[config.mk]
export PLATFORM = sky130hd
export DESIGN_NAME = deadline_job_sequencer
export DESIGN_NICKNAME = d
export VERILOG_FILES = /design/src/hdl/dljs_pkg.sv /design/src/hdl/dljs_store.sv /design/src/hdl/dljs_modu.sv /design/src/hdl/deadline_job_sequencer.sv
export SDC_FILE = /design/constraint.sdc
export NUM_CORES = 2
export LEC_CHECK = 0
export BUFFER_PORTS_ARGS = -buffer_cell sky130_fd_sc_hd__buf_2
export CAP_MARGIN = 40
export CORE_UTILIZATION = 50
export DETAILED_ROUTE_END_ITERATION = 10
export PLACE_DENSITY = 0.66
export RECOVER_POWER = 100
export SETUP_SLACK_MARGIN = 0.4
export SLEW_MARGIN = 40
export SYNTH_ARGS = -nofsm -noshare
export SYNTH_HDL_FRONTEND = slang
export SYNTH_HIERARCHICAL = 1
export SYNTH_SLANG_ARGS = --single-unit
[constraint.sdc]
create_clock -name clk -period 17.14 [get_ports clk]
set_input_delay 3.428 -clock clk [delete_from_list [all_inputs] [get_ports clk]]
set_output_delay 3.428 -clock clk [all_outputs]
set_load 0.02 [all_outputs]
[src/hdl/dljs_pkg.sv]
// ---------------------------------------------------------------------------
// dljs_pkg
// shared types and constants of the deadline job sequencer
// ---------------------------------------------------------------------------
package dljs_pkg;

  localparam int MAX_JOBS  = 32;
  localparam int MAX_SLOTS = 16;
  localparam int JOB_AW    = $clog2(MAX_JOBS);
  localparam int CNT_W     = $clog2(MAX_JOBS + 1);
  localparam int SLOT_W    = 5;

  localparam logic CFG_NUM_SLOTS = 1'b0;
  localparam logic CFG_DERIVE    = 1'b1;

  typedef struct packed {
    logic [15:0]        tag;
    logic [15:0]        pri;
    logic signed [15:0] dl;
  } job_t;

  typedef enum logic [2:0] {
    ST_IDLE,
    ST_SCAN,
    ST_MOD,
    ST_PLACE,
    ST_FLUSH
  } state_t;

endpackage

[src/hdl/dljs_store.sv]
// ---------------------------------------------------------------------------
// dljs_store
// job store, one write port and one registered read port
// ---------------------------------------------------------------------------
module dljs_store
  import dljs_pkg::*;
(
  input  logic              clk,
  input  logic              we,
  input  logic [JOB_AW-1:0] waddr,
  input  job_t              wdata,
  input  logic [JOB_AW-1:0] raddr,
  output job_t              rdata
);

  job_t mem [MAX_JOBS];

  // write port
  always_ff @(posedge clk) begin
    if (we) begin
      mem[waddr] <= wdata;
    end
  end

  // registered read port
  always_ff @(posedge clk) begin
    rdata <= mem[raddr];
  end

endmodule

[src/hdl/dljs_modu.sv]
// ---------------------------------------------------------------------------
// dljs_modu
// bit-serial remainder of a 16-bit value by the slot count
// ---------------------------------------------------------------------------
module dljs_modu
  import dljs_pkg::*;
(
  input  logic              clk,
  input  logic              rst_n,
  input  logic              start,
  input  logic [15:0]       dividend,
  input  logic [SLOT_W-1:0] divisor,
  output logic              done,
  output logic [SLOT_W-1:0] rem
);

  logic              run_r, run_nxt;
  logic              done_r, done_nxt;
  logic [3:0]        bit_r, bit_nxt;
  logic [SLOT_W-1:0] rem_r, rem_nxt;
  logic [15:0]       dvd_r, dvd_nxt;
  logic [SLOT_W:0]   trial;

  // one dividend bit per cycle, compare and subtract
  always_comb begin
    run_nxt  = run_r;
    done_nxt = 1'b0;
    bit_nxt  = bit_r;
    rem_nxt  = rem_r;
    dvd_nxt  = dvd_r;
    trial    = {rem_r, dvd_r[15]};
    if (start) begin
      run_nxt = 1'b1;
      bit_nxt = '0;
      rem_nxt = '0;
      dvd_nxt = dividend;
    end else if (run_r) begin
      if (trial >= {1'b0, divisor}) begin
        trial = trial - {1'b0, divisor};
      end
      rem_nxt = trial[SLOT_W-1:0];
      dvd_nxt = {dvd_r[14:0], 1'b0};
      bit_nxt = bit_r + 4'd1;
      if (bit_r == 4'd15) begin
        run_nxt  = 1'b0;
        done_nxt = 1'b1;
      end
    end
  end

  always_ff @(posedge clk) begin
    if (!rst_n) begin
      run_r  <= 1'b0;
      done_r <= 1'b0;
    end else begin
      run_r  <= run_nxt;
      done_r <= done_nxt;
    end
    bit_r <= bit_nxt;
    rem_r <= rem_nxt;
    dvd_r <= dvd_nxt;
  end

  assign done = done_r;
  assign rem  = rem_r;

endmodule

[src/hdl/deadline_job_sequencer.sv]
// ---------------------------------------------------------------------------
// deadline_job_sequencer
// greedy job sequencing with deadlines over a stored job set
// ---------------------------------------------------------------------------
//  channel  | ports                        | handshake
//  input    | in_job_tag .. in_last_job    | start high, busy low
//  result   | out_tag .. out_last_result   | out_valid strobe, one cycle
//  config   | cfg_we, cfg_index, cfg_wdata | cfg_we high
//
// A job that does not end the set is only stored. The job that ends the
// set starts a schedule: each stored job, placed or dropped, costs one scan
// of the store through the single read port, a serial remainder in derive
// mode, and one placement step; the closing scan and a flush step end it.
// busy stays high for the whole schedule. Reset is synchronous; the
// receiver cannot stall results.
module deadline_job_sequencer
  import dljs_pkg::*;
(
  input  logic               clk,
  input  logic               rst_n,
  input  logic               start,
  output logic               busy,
  input  logic [15:0]        in_job_tag,
  input  logic [15:0]        in_priority_req,
  input  logic signed [15:0] in_deadline,
  input  logic               in_last_job,
  output logic               out_valid,
  output logic [15:0]        out_tag,
  output logic [15:0]        out_priority,
  output logic signed [15:0] out_deadline,
  output logic [SLOT_W-1:0]  out_slot_number,
  output logic               out_none_placed,
  output logic               out_overflow,
  output logic               out_last_result,
  input  logic               cfg_we,
  input  logic               cfg_index,
  input  logic [4:0]         cfg_wdata
);

  state_t            state_r, state_nxt;
  logic [4:0]        num_slots_r;
  logic              derive_r;
  logic [CNT_W-1:0]  cnt_r, cnt_nxt;
  logic [CNT_W-1:0]  n_r, n_nxt;
  logic [CNT_W-1:0]  iss_r, iss_nxt;
  logic              ovf_r, ovf_nxt;
  logic [MAX_SLOTS-1:0] map_r, map_nxt;
  logic [MAX_JOBS-1:0]  used_r, used_nxt;
  logic              rd_vld_r, rd_vld_nxt;
  logic [JOB_AW-1:0] rd_addr_r, rd_addr_nxt;
  logic              found_r, found_nxt;
  logic [JOB_AW-1:0] best_idx_r, best_idx_nxt;
  job_t              best_r, best_nxt;
  logic signed [15:0] eff_r, eff_nxt;
  logic              pend_vld_r, pend_vld_nxt;
  job_t              pend_r, pend_nxt;
  logic [SLOT_W-1:0] pend_slot_r, pend_slot_nxt;

  logic              ov_r, ov_nxt;
  job_t              ojob_r, ojob_nxt;
  logic [SLOT_W-1:0] oslot_r, oslot_nxt;
  logic              onone_r, onone_nxt;
  logic              olast_r, olast_nxt;
  logic              oovf_r, oovf_nxt;

  logic              accept;
  logic              st_we;
  job_t              st_wdata;
  logic [JOB_AW-1:0] st_raddr;
  job_t              st_rdata;
  logic [SLOT_W-1:0] slots;
  logic              mod_start;
  logic              mod_done;
  logic [SLOT_W-1:0] mod_rem;
  logic [SLOT_W-1:0] lim;
  logic              lim_ok;
  logic              free_hit;
  logic [SLOT_W-1:0] free_pos;

  assign busy   = (state_r != ST_IDLE);
  assign accept = start && !busy;

  // effective slot count, zero acts as one, clamp at the maximum
  always_comb begin
    if (num_slots_r == '0) begin
      slots = SLOT_W'(1);
    end else if (num_slots_r > SLOT_W'(MAX_SLOTS)) begin
      slots = SLOT_W'(MAX_SLOTS);
    end else begin
      slots = num_slots_r;
    end
  end

  // configuration writes
  always_ff @(posedge clk) begin
    if (!rst_n) begin
      num_slots_r <= 5'd16;
      derive_r    <= 1'b0;
    end else if (cfg_we) begin
      case (cfg_index)
        CFG_NUM_SLOTS: num_slots_r <= cfg_wdata;
        CFG_DERIVE:    derive_r    <= cfg_wdata[0];
        default:       ;
      endcase
    end
  end

  // job store
  assign st_we    = accept && (cnt_r < CNT_W'(MAX_JOBS));
  assign st_wdata = '{tag: in_job_tag, pri: in_priority_req, dl: in_deadline};
  assign st_raddr = iss_r[JOB_AW-1:0];

  dljs_store u_store (
    .clk   (clk),
    .we    (st_we),
    .waddr (cnt_r[JOB_AW-1:0]),
    .wdata (st_wdata),
    .raddr (st_raddr),
    .rdata (st_rdata)
  );

  dljs_modu u_modu (
    .clk      (clk),
    .rst_n    (rst_n),
    .start    (mod_start),
    .dividend (best_r.pri),
    .divisor  (slots),
    .done     (mod_done),
    .rem      (mod_rem)
  );

  // placement limit and latest free slot below it
  always_comb begin
    lim_ok = (eff_r > 16'sd0);
    if (eff_r > $signed({11'b0, slots})) begin
      lim = slots;
    end else begin
      lim = eff_r[SLOT_W-1:0];
    end
    free_hit = 1'b0;
    free_pos = '0;
    for (int s = 0; s < MAX_SLOTS; s++) begin
      if (lim_ok && (SLOT_W'(s) < lim) && !map_r[s]) begin
        free_hit = 1'b1;
        free_pos = SLOT_W'(s);
      end
    end
  end

  // sequencer next state and datapath
  always_comb begin
    state_nxt     = state_r;
    cnt_nxt       = cnt_r;
    n_nxt         = n_r;
    iss_nxt       = iss_r;
    ovf_nxt       = ovf_r;
    map_nxt       = map_r;
    used_nxt      = used_r;
    rd_vld_nxt    = 1'b0;
    rd_addr_nxt   = rd_addr_r;
    found_nxt     = found_r;
    best_idx_nxt  = best_idx_r;
    best_nxt      = best_r;
    eff_nxt       = eff_r;
    pend_vld_nxt  = pend_vld_r;
    pend_nxt      = pend_r;
    pend_slot_nxt = pend_slot_r;
    mod_start     = 1'b0;
    ov_nxt        = 1'b0;
    ojob_nxt      = ojob_r;
    oslot_nxt     = oslot_r;
    onone_nxt     = 1'b0;
    olast_nxt     = 1'b0;
    oovf_nxt      = ovf_r;

    case (state_r)
      // load beats, last job starts the schedule
      ST_IDLE: begin
        if (accept) begin
          if (st_we) begin
            cnt_nxt = cnt_r + CNT_W'(1);
          end else begin
            ovf_nxt = 1'b1;
          end
          if (in_last_job) begin
            n_nxt     = st_we ? cnt_r + CNT_W'(1) : cnt_r;
            iss_nxt   = '0;
            found_nxt = 1'b0;
            state_nxt = ST_SCAN;
          end
        end
      end

      // walk the store for the highest unused priority, first on ties
      ST_SCAN: begin
        if (iss_r < n_r) begin
          rd_vld_nxt  = 1'b1;
          rd_addr_nxt = iss_r[JOB_AW-1:0];
          iss_nxt     = iss_r + CNT_W'(1);
        end
        if (rd_vld_r && !used_r[rd_addr_r] &&
            (!found_r || (st_rdata.pri > best_r.pri))) begin
          found_nxt    = 1'b1;
          best_idx_nxt = rd_addr_r;
          best_nxt     = st_rdata;
        end
        if ((iss_r == n_r) && !rd_vld_r) begin
          if (!found_r) begin
            state_nxt = ST_FLUSH;
          end else begin
            used_nxt[best_idx_r] = 1'b1;
            if (derive_r) begin
              mod_start = 1'b1;
              state_nxt = ST_MOD;
            end else begin
              eff_nxt   = best_r.dl;
              state_nxt = ST_PLACE;
            end
          end
        end
      end

      // derived deadline from the remainder
      ST_MOD: begin
        if (mod_done) begin
          eff_nxt   = 16'(slots - mod_rem);
          state_nxt = ST_PLACE;
        end
      end

      // take the latest free slot, hold the beat back one placement
      ST_PLACE: begin
        if (free_hit) begin
          map_nxt[free_pos[$clog2(MAX_SLOTS)-1:0]] = 1'b1;
          if (pend_vld_r) begin
            ov_nxt    = 1'b1;
            ojob_nxt  = pend_r;
            oslot_nxt = pend_slot_r;
          end
          pend_vld_nxt  = 1'b1;
          pend_nxt      = '{tag: best_r.tag, pri: best_r.pri, dl: eff_r};
          pend_slot_nxt = free_pos + SLOT_W'(1);
        end
        iss_nxt   = '0;
        found_nxt = 1'b0;
        state_nxt = ST_SCAN;
      end

      // final beat, then clear the set
      ST_FLUSH: begin
        ov_nxt    = 1'b1;
        olast_nxt = 1'b1;
        if (pend_vld_r) begin
          ojob_nxt  = pend_r;
          oslot_nxt = pend_slot_r;
        end else begin
          ojob_nxt  = '0;
          oslot_nxt = '0;
          onone_nxt = 1'b1;
        end
        pend_vld_nxt = 1'b0;
        cnt_nxt      = '0;
        ovf_nxt      = 1'b0;
        map_nxt      = '0;
        used_nxt     = '0;
        state_nxt    = ST_IDLE;
      end

      default: state_nxt = ST_IDLE;
    endcase
  end

  // state and control registers
  always_ff @(posedge clk) begin
    if (!rst_n) begin
      state_r    <= ST_IDLE;
      cnt_r      <= '0;
      ovf_r      <= 1'b0;
      map_r      <= '0;
      used_r     <= '0;
      rd_vld_r   <= 1'b0;
      found_r    <= 1'b0;
      pend_vld_r <= 1'b0;
      ov_r       <= 1'b0;
    end else begin
      state_r    <= state_nxt;
      cnt_r      <= cnt_nxt;
      ovf_r      <= ovf_nxt;
      map_r      <= map_nxt;
      used_r     <= used_nxt;
      rd_vld_r   <= rd_vld_nxt;
      found_r    <= found_nxt;
      pend_vld_r <= pend_vld_nxt;
      ov_r       <= ov_nxt;
    end
  end

  // payload registers
  always_ff @(posedge clk) begin
    n_r         <= n_nxt;
    iss_r       <= iss_nxt;
    rd_addr_r   <= rd_addr_nxt;
    best_idx_r  <= best_idx_nxt;
    best_r      <= best_nxt;
    eff_r       <= eff_nxt;
    pend_r      <= pend_nxt;
    pend_slot_r <= pend_slot_nxt;
    ojob_r      <= ojob_nxt;
    oslot_r     <= oslot_nxt;
    onone_r     <= onone_nxt;
    olast_r     <= olast_nxt;
    oovf_r      <= oovf_nxt;
  end

  // result beat
  assign out_valid       = ov_r;
  assign out_tag         = ojob_r.tag;
  assign out_priority    = ojob_r.pri;
  assign out_deadline    = ojob_r.dl;
  assign out_slot_number = oslot_r;
  assign out_none_placed = onone_r;
  assign out_overflow    = oovf_r;
  assign out_last_result = olast_r;

endmodule

* After elaboration in Yosys (flattened, before gate mapping)
Memories as Yosys holds them, arrays and structs flattened. A register that Yosys moved wholly into a read port is not among the register bits.
Index checks and enable logic that the tools add are counted.
** Word-level totals
- Register bits after elaboration :: 290
- Memories kept :: 1
- Bits in writable memories :: 1536
- Output and inout bits :: 58
- Input port bits :: 59
- Word-level logic and storage cells :: 278
** Operators by class
- Muxes and demuxes :: 100
- Add/subtract/negate cells :: 6
- Equality and inequality tests :: 17
- Order comparisons :: 28
- Bitwise operators :: 5
- Reductions and logical operators :: 86
** Memories
- u_store.mem :: words 32, bits a word 48, rd ports 1, clocked after memory_dff 1, wr ports 1, line dljs_store.sv:16 : job_t mem [MAX_JOBS];
** Operators with widths (count)
- 2-to-1 mux 48 bit :: 3
- 2-to-1 mux 16 bit :: 7
- 2-to-1 mux 5 bit :: 21
- one-hot mux 48 bit (2 select lines) :: 1
- 2-to-1 mux 32 bit :: 2
- one-hot mux 16 bit (2 select lines) :: 2
- one-hot mux 32 bit (2 select lines) :: 1
- 2-to-1 mux 1 bit :: 42
- less-than comparator 4 x 5 -> 1 bit (first input constant) :: 8
- logical AND 1 bit :: 39
- OR 32 bit :: 1
- 2-to-1 mux 6 bit :: 5
- logical NOT 1 bit :: 20
- less-than comparator 3 x 5 -> 1 bit (first input constant) :: 4
- != test 2 bit (second input constant) :: 10
- one-hot mux 6 bit (3 select lines) :: 1
- greater-than comparator 16 x 1 -> 1 bit (second input constant) :: 1
- greater-than comparator 16 bit :: 1
- greater-than comparator 16 x 6 -> 1 bit :: 1
- OR 16 bit :: 1
- AND reduction 2 bit :: 8
- 2-to-1 mux 3 bit :: 5
- adder 6 x 1 -> 6 bit (second input constant) :: 2
- less-than comparator 5 x 6 -> 1 bit (second input constant) :: 2
- 37 further kinds :: 54

* Depth between registers and ports, before layout
- Depth in word-level cells :: 30
- Depth in mapped cells :: 18
- Mapped depth without buffers :: 16

* Hierarchy
The synthesis kept the hierarchy.
** Modules (own cells, without submodules)
- dljs_store :: area an instance 60724.5 µm², sequential area each 47085.2 µm², times used 1, cells each 3364
- deadline_job_sequencer :: area an instance 11232.0 µm², sequential area each 7186.9 µm², times used 1, cells each 883
- dljs_modu :: area an instance 1346.3 µm², sequential area each 700.7 µm², times used 1, cells each 109

* Worst setup path after synthesis
OpenSTA, ideal clock, no wires.
- Path type :: in2reg
- Start :: input start
- End :: memory u_store/mem[12][0] in the netlist's numbering (enable)
- Path slack :: 9856 ps
- Stages :: 7
- Setup time :: 454 ps
- Data arrival time :: 6830 ps
- Data required time :: 16686 ps
- Buffers on the path :: 3
- Path through :: and2_1 clkbuf_1 nor2b_1 clkbuf_1 or3b_2 clkbuf_1 nor2_1
** Between the ends
- Cells in the longest elaborated chain, start to end :: 4
** Ends and longest elaborated chain
- start: declaration :: line deadline_job_sequencer.sv:21 : input logic start,
- logical AND 1 bit :: line deadline_job_sequencer.sv:81 : assign accept = start && !busy;
- logical AND 1 bit :: line deadline_job_sequencer.sv:109 : assign st_we = accept && (cnt_r < CNT_W'(MAX_JOBS));
- named net st_we :: line deadline_job_sequencer.sv:67 : logic st_we;
- 2-to-1 mux 1 bit :: line dljs_store.sv:20 : if (we) begin
- 2-to-1 mux 1 bit (implied by the code) :: line dljs_store.sv:21 : mem[waddr] <= wdata;
- end: declaration :: line dljs_store.sv:16
The timed path passes the listed nets, and every way through them passes these cells.

==> results_dict.tcl <==
set metrics [dict create \
    synth_edf_count 1744 \
    drc_errors 0 \
    num-fill-cells 11226 \
    vias 38840 \
    power.internal_mw 8.34 \
    max_freq_mhz 102 \
    leakage_nw 27.4 \
    clk_latency_ns 0.82 \
    synth-seq-cells 1874 \
    seq_power_share_pct 45.4 \
    synthXorXnorAreaFrac_pct 0.215 \
    p_clk_share_pct 34.2 \
    p_switching_mw 3.29 \
    finalSetupViolCount 0 \
    area_growth_pct 11.0 \
    relSlewSlack_pct -463 \
    drive_gt1_share_pct 8.00 \
    synth_top_family_by_area "multiplexers" \
    synthArstFlopShare_pct 0 \
    cp.arrival_ns 10.32 \
    rsz0062_at_grt "no" \
    synth_commonest_cells "edfxtp_1, mux2i_1, nand2_1, a21oi_1, nand3_1" \
    grt_pass1_wl_mm 247 \
    clock-root-buffer "clkbuf_16" \
    hpwl_mm 94.1 \
    synth_area_um2 73300 \
    synth.most_common_cell "edfxtp_1" \
    cts_htree_levels 4 \
    synth_simple_gate_area_share_pct 4.62 \
    pwr_density_cell_nw_per_um2 143 \
    die_area_um2 148000 \
    postCtsSetupBuffers 0 \
    maxSlewViolCount 2346 \
    fin_nets 4609 \
    cts_buffer_depth 3 \
    die_w_um 385 \
    final_util_pct 55.9 \
    cts-resized-gates 0 \
    period_share_pct 57.0 \
    cp-start-kind "flip-flop" \
    worstPathRequired_ns 17.68 \
    drtAntennaViolNets 0 \
    synth_area_leader_cell "edfxtp_1" \
    violations "max-capacitance violations, max-slew violations" \
    synth-main-ff-cell "edfxtp_1" \
    status "finished, violations left" \
    clkSlewWorstSetupHoldPaths_ns 0.06 \
    portBuffers 116 \
    grt-ovfl-total 0 \
    synth_fp_nets 4461 \
    finClkSkew_ns 0.0303 \
    synth.mux.area_fraction_pct 11.3 \
    gp_congestion 0.857 \
    clock-sinks 1874 \
    synth.distinct_cells 94 \
    yosysTopAreaCellShare_pct 71.4 \
    worstPathCellList "clkbuf_1 -> buf_6 -> clkbuf_1 -> mux2i_1 -> a21oi_1 -> a31oi_1 -> nand3_1" \
    seq_area_frac_synth_pct 75.0 \
    grtUsageTotal_pct 22.5 \
    reg2reg_slack_ns 7.36 \
    crit_type "flip-flop to flip-flop" \
    p_sw_share_pct 28.3 \
    io_pins 117 \
    start_util_pct 50.4 \
    wl_per_cell_um 25.4 \
    hold_violations 0 \
    max_cap_violations 67 \
    via_per_inst 5.90 \
    pwr-share-comb_pct 20.5 \
    hold_buffers 0 \
    synth_compound_area_share_pct 5.79 \
    grt_pass1_vias 37972 \
    core-area_um2 146000 \
    ir_worst_vdd_mv 0.101 \
    cts_buffers 184 \
    synth.avg_cell_area_um2 16.8 \
    finalSetupTns_ns 0 \
    die_h_um 385 \
    wl_mm 167 \
    grt_start_max_net_pins 113 \
    crit_path_top_delay_cell "clkbuf_1" \
    critPathCaptureType "flip-flop" \
    crit_fanout 111 \
    dr.pass1.iters 6 \
    period_needed_ns 9.78 \
    drtIter0Drc 3410 \
    hp-class "flip-flop to flip-flop" \
    syn_inst 4356 \
    rows 140 \
    synth_fa_ha_area_share_pct 0.806 \
    grt_antenna_before_repair 10 \
    ys_top_cells_by_area "edfxtp_1, mux2i_1, dfxtp_1, a22oi_1, a21oi_1" \
    worst_slew_pin_slew_ns 8.44 \
    ys_warn_count 6 \
    cpPeakStageDelay_ns 5.86 \
    cp_common_cell "clkbuf_1" \
    cts_tree "yes" \
]
[power groups by stage]
| stage | Combinational (mW) | Clock, mW | Sequential, mW |
|---|---|---|---|
| after detailed placement | 2.27 | 0 | 5.36 |
| after floorplan | 1.59 | 0 | 5.31 |
| after CTS | 2.28 | 4.04 | 5.27 |
| after global placement | 2.25 | 0 | 5.36 |
| after global routing | 2.53 | 4.21 | 5.29 |
| final | 2.38 | 3.97 | 5.28 |
[layout make-up]
cell class	count	area (um^2)	area share [%]
Tap cell	1917	2400	2.95
Clock inverter	93	931	1.14
Inverter	60	225	0.277
Sequential cell	1874	55000	67.6
Multi-Input combinational cell	2194	16800	20.7
Clock buffer	250	5050	6.21
Antenna cell	2	5.00	0.00615
Timing Repair Buffer	190	941	1.16
[per-stage QoR]
stage	power [mW]	setup WS, ns	instances	cell area, um^2	hold slack (ns)
CTS	11.6	10.80	6574	82000	0.377
global route	12.0	6.78	6578	81300	0.387
detailed placement	7.63	9.99	6231	76000	0.382
global placement	7.61	9.68	6220	75700	0.388
floorplan	6.90	9.86	4356	73300	0.331
finish	11.6	7.36	6580	81300	0.379
[per-layer routing]
layer | vias up | routed length [um] | track usage, %
met5 | - | 11 | 0
met4 | 2 | 3110 | 5.37
met3 | 214 | 11500 | 3.72
met2 | 1415 | 79500 | 36.0
met1 | 19919 | 72800 | 32.3
li1 | 17290 | - | -
[placed cells by master (no fill, tap or decap), types with 7 or more instances in the layout]
cell type,n
edfxtp_1,1744
mux2i_1,782
nand2_1,224
clkbuf_1,213
a21oi_1,198
clkbuf_16,189
nand3_1,158
a22oi_1,147
dfxtp_1,130
a22o_1,103
nor2_1,101
nor2b_1,70
nor3_1,61
inv_1,60
a31oi_1,55
ha_1,44
clkinv_2,31
clkinv_1,31
o21ai_0,22
mux2_2,16
o21a_1,15
nor2_4,15
bufinv_16,14
nand4_1,11
xnor2_1,11
mux4_2,10
clkbuf_8,9
buf_4,9
buf_2,8
nand3b_1,7
xor2_1,7
buf_12,7
[worst max-delay path, delay by kind of cell, from the launching register on]
family          cells  cell delay, ns
buf+inv             3            7.07
compound gates      2            0.75
flops               1            0.55
mux                 1            0.54
simple gates        1            0.43
[flip-flops by register name, summed over array words and instances, names as in the netlist, 3 cells and up]
name / count
out_priority: 16
best_r: 48
out_slot_number: 5
pend_r: 48
map_r: 16
state_r: 3
u_store/rdata: 48
u_modu/rem: 5
n_r: 6
best_idx_r: 5
eff_r: 16
cnt_r: 6
num_slots_r: 5
iss_r: 6
out_tag: 16
u_store/mem: 1536
pend_slot_r: 5
out_deadline: 16
used_r: 32
u_modu/dvd_r: 16
u_modu/bit_r: 4
rd_addr_r: 5
[final timing paths]
kind                               start                       end  cells past startpoint
setup / recovery  iss_r[0]$_SDFFCE_PN0P_  u_store/rdata[4]$_DFF_P_                      7
hold / removal     oovf_nxt$_SDFFE_PN0P_      out_overflow$_DFF_P_                      0
setup reg to reg  iss_r[0]$_SDFFCE_PN0P_  u_store/rdata[4]$_DFF_P_                      7
hold reg to reg    oovf_nxt$_SDFFE_PN0P_      out_overflow$_DFF_P_                      0
[kinds of logic after synthesis]
logic type                 count (synthesis)
AOI/OAI and AO/OA                        607
xor gates and xnor gates                  18
adders and majority gates                 46
buffers and inverters                    288
DFF                                     1874
muxes                                    814
and+or+nand+nor                          709
Power figures use the tool's default switching activity.
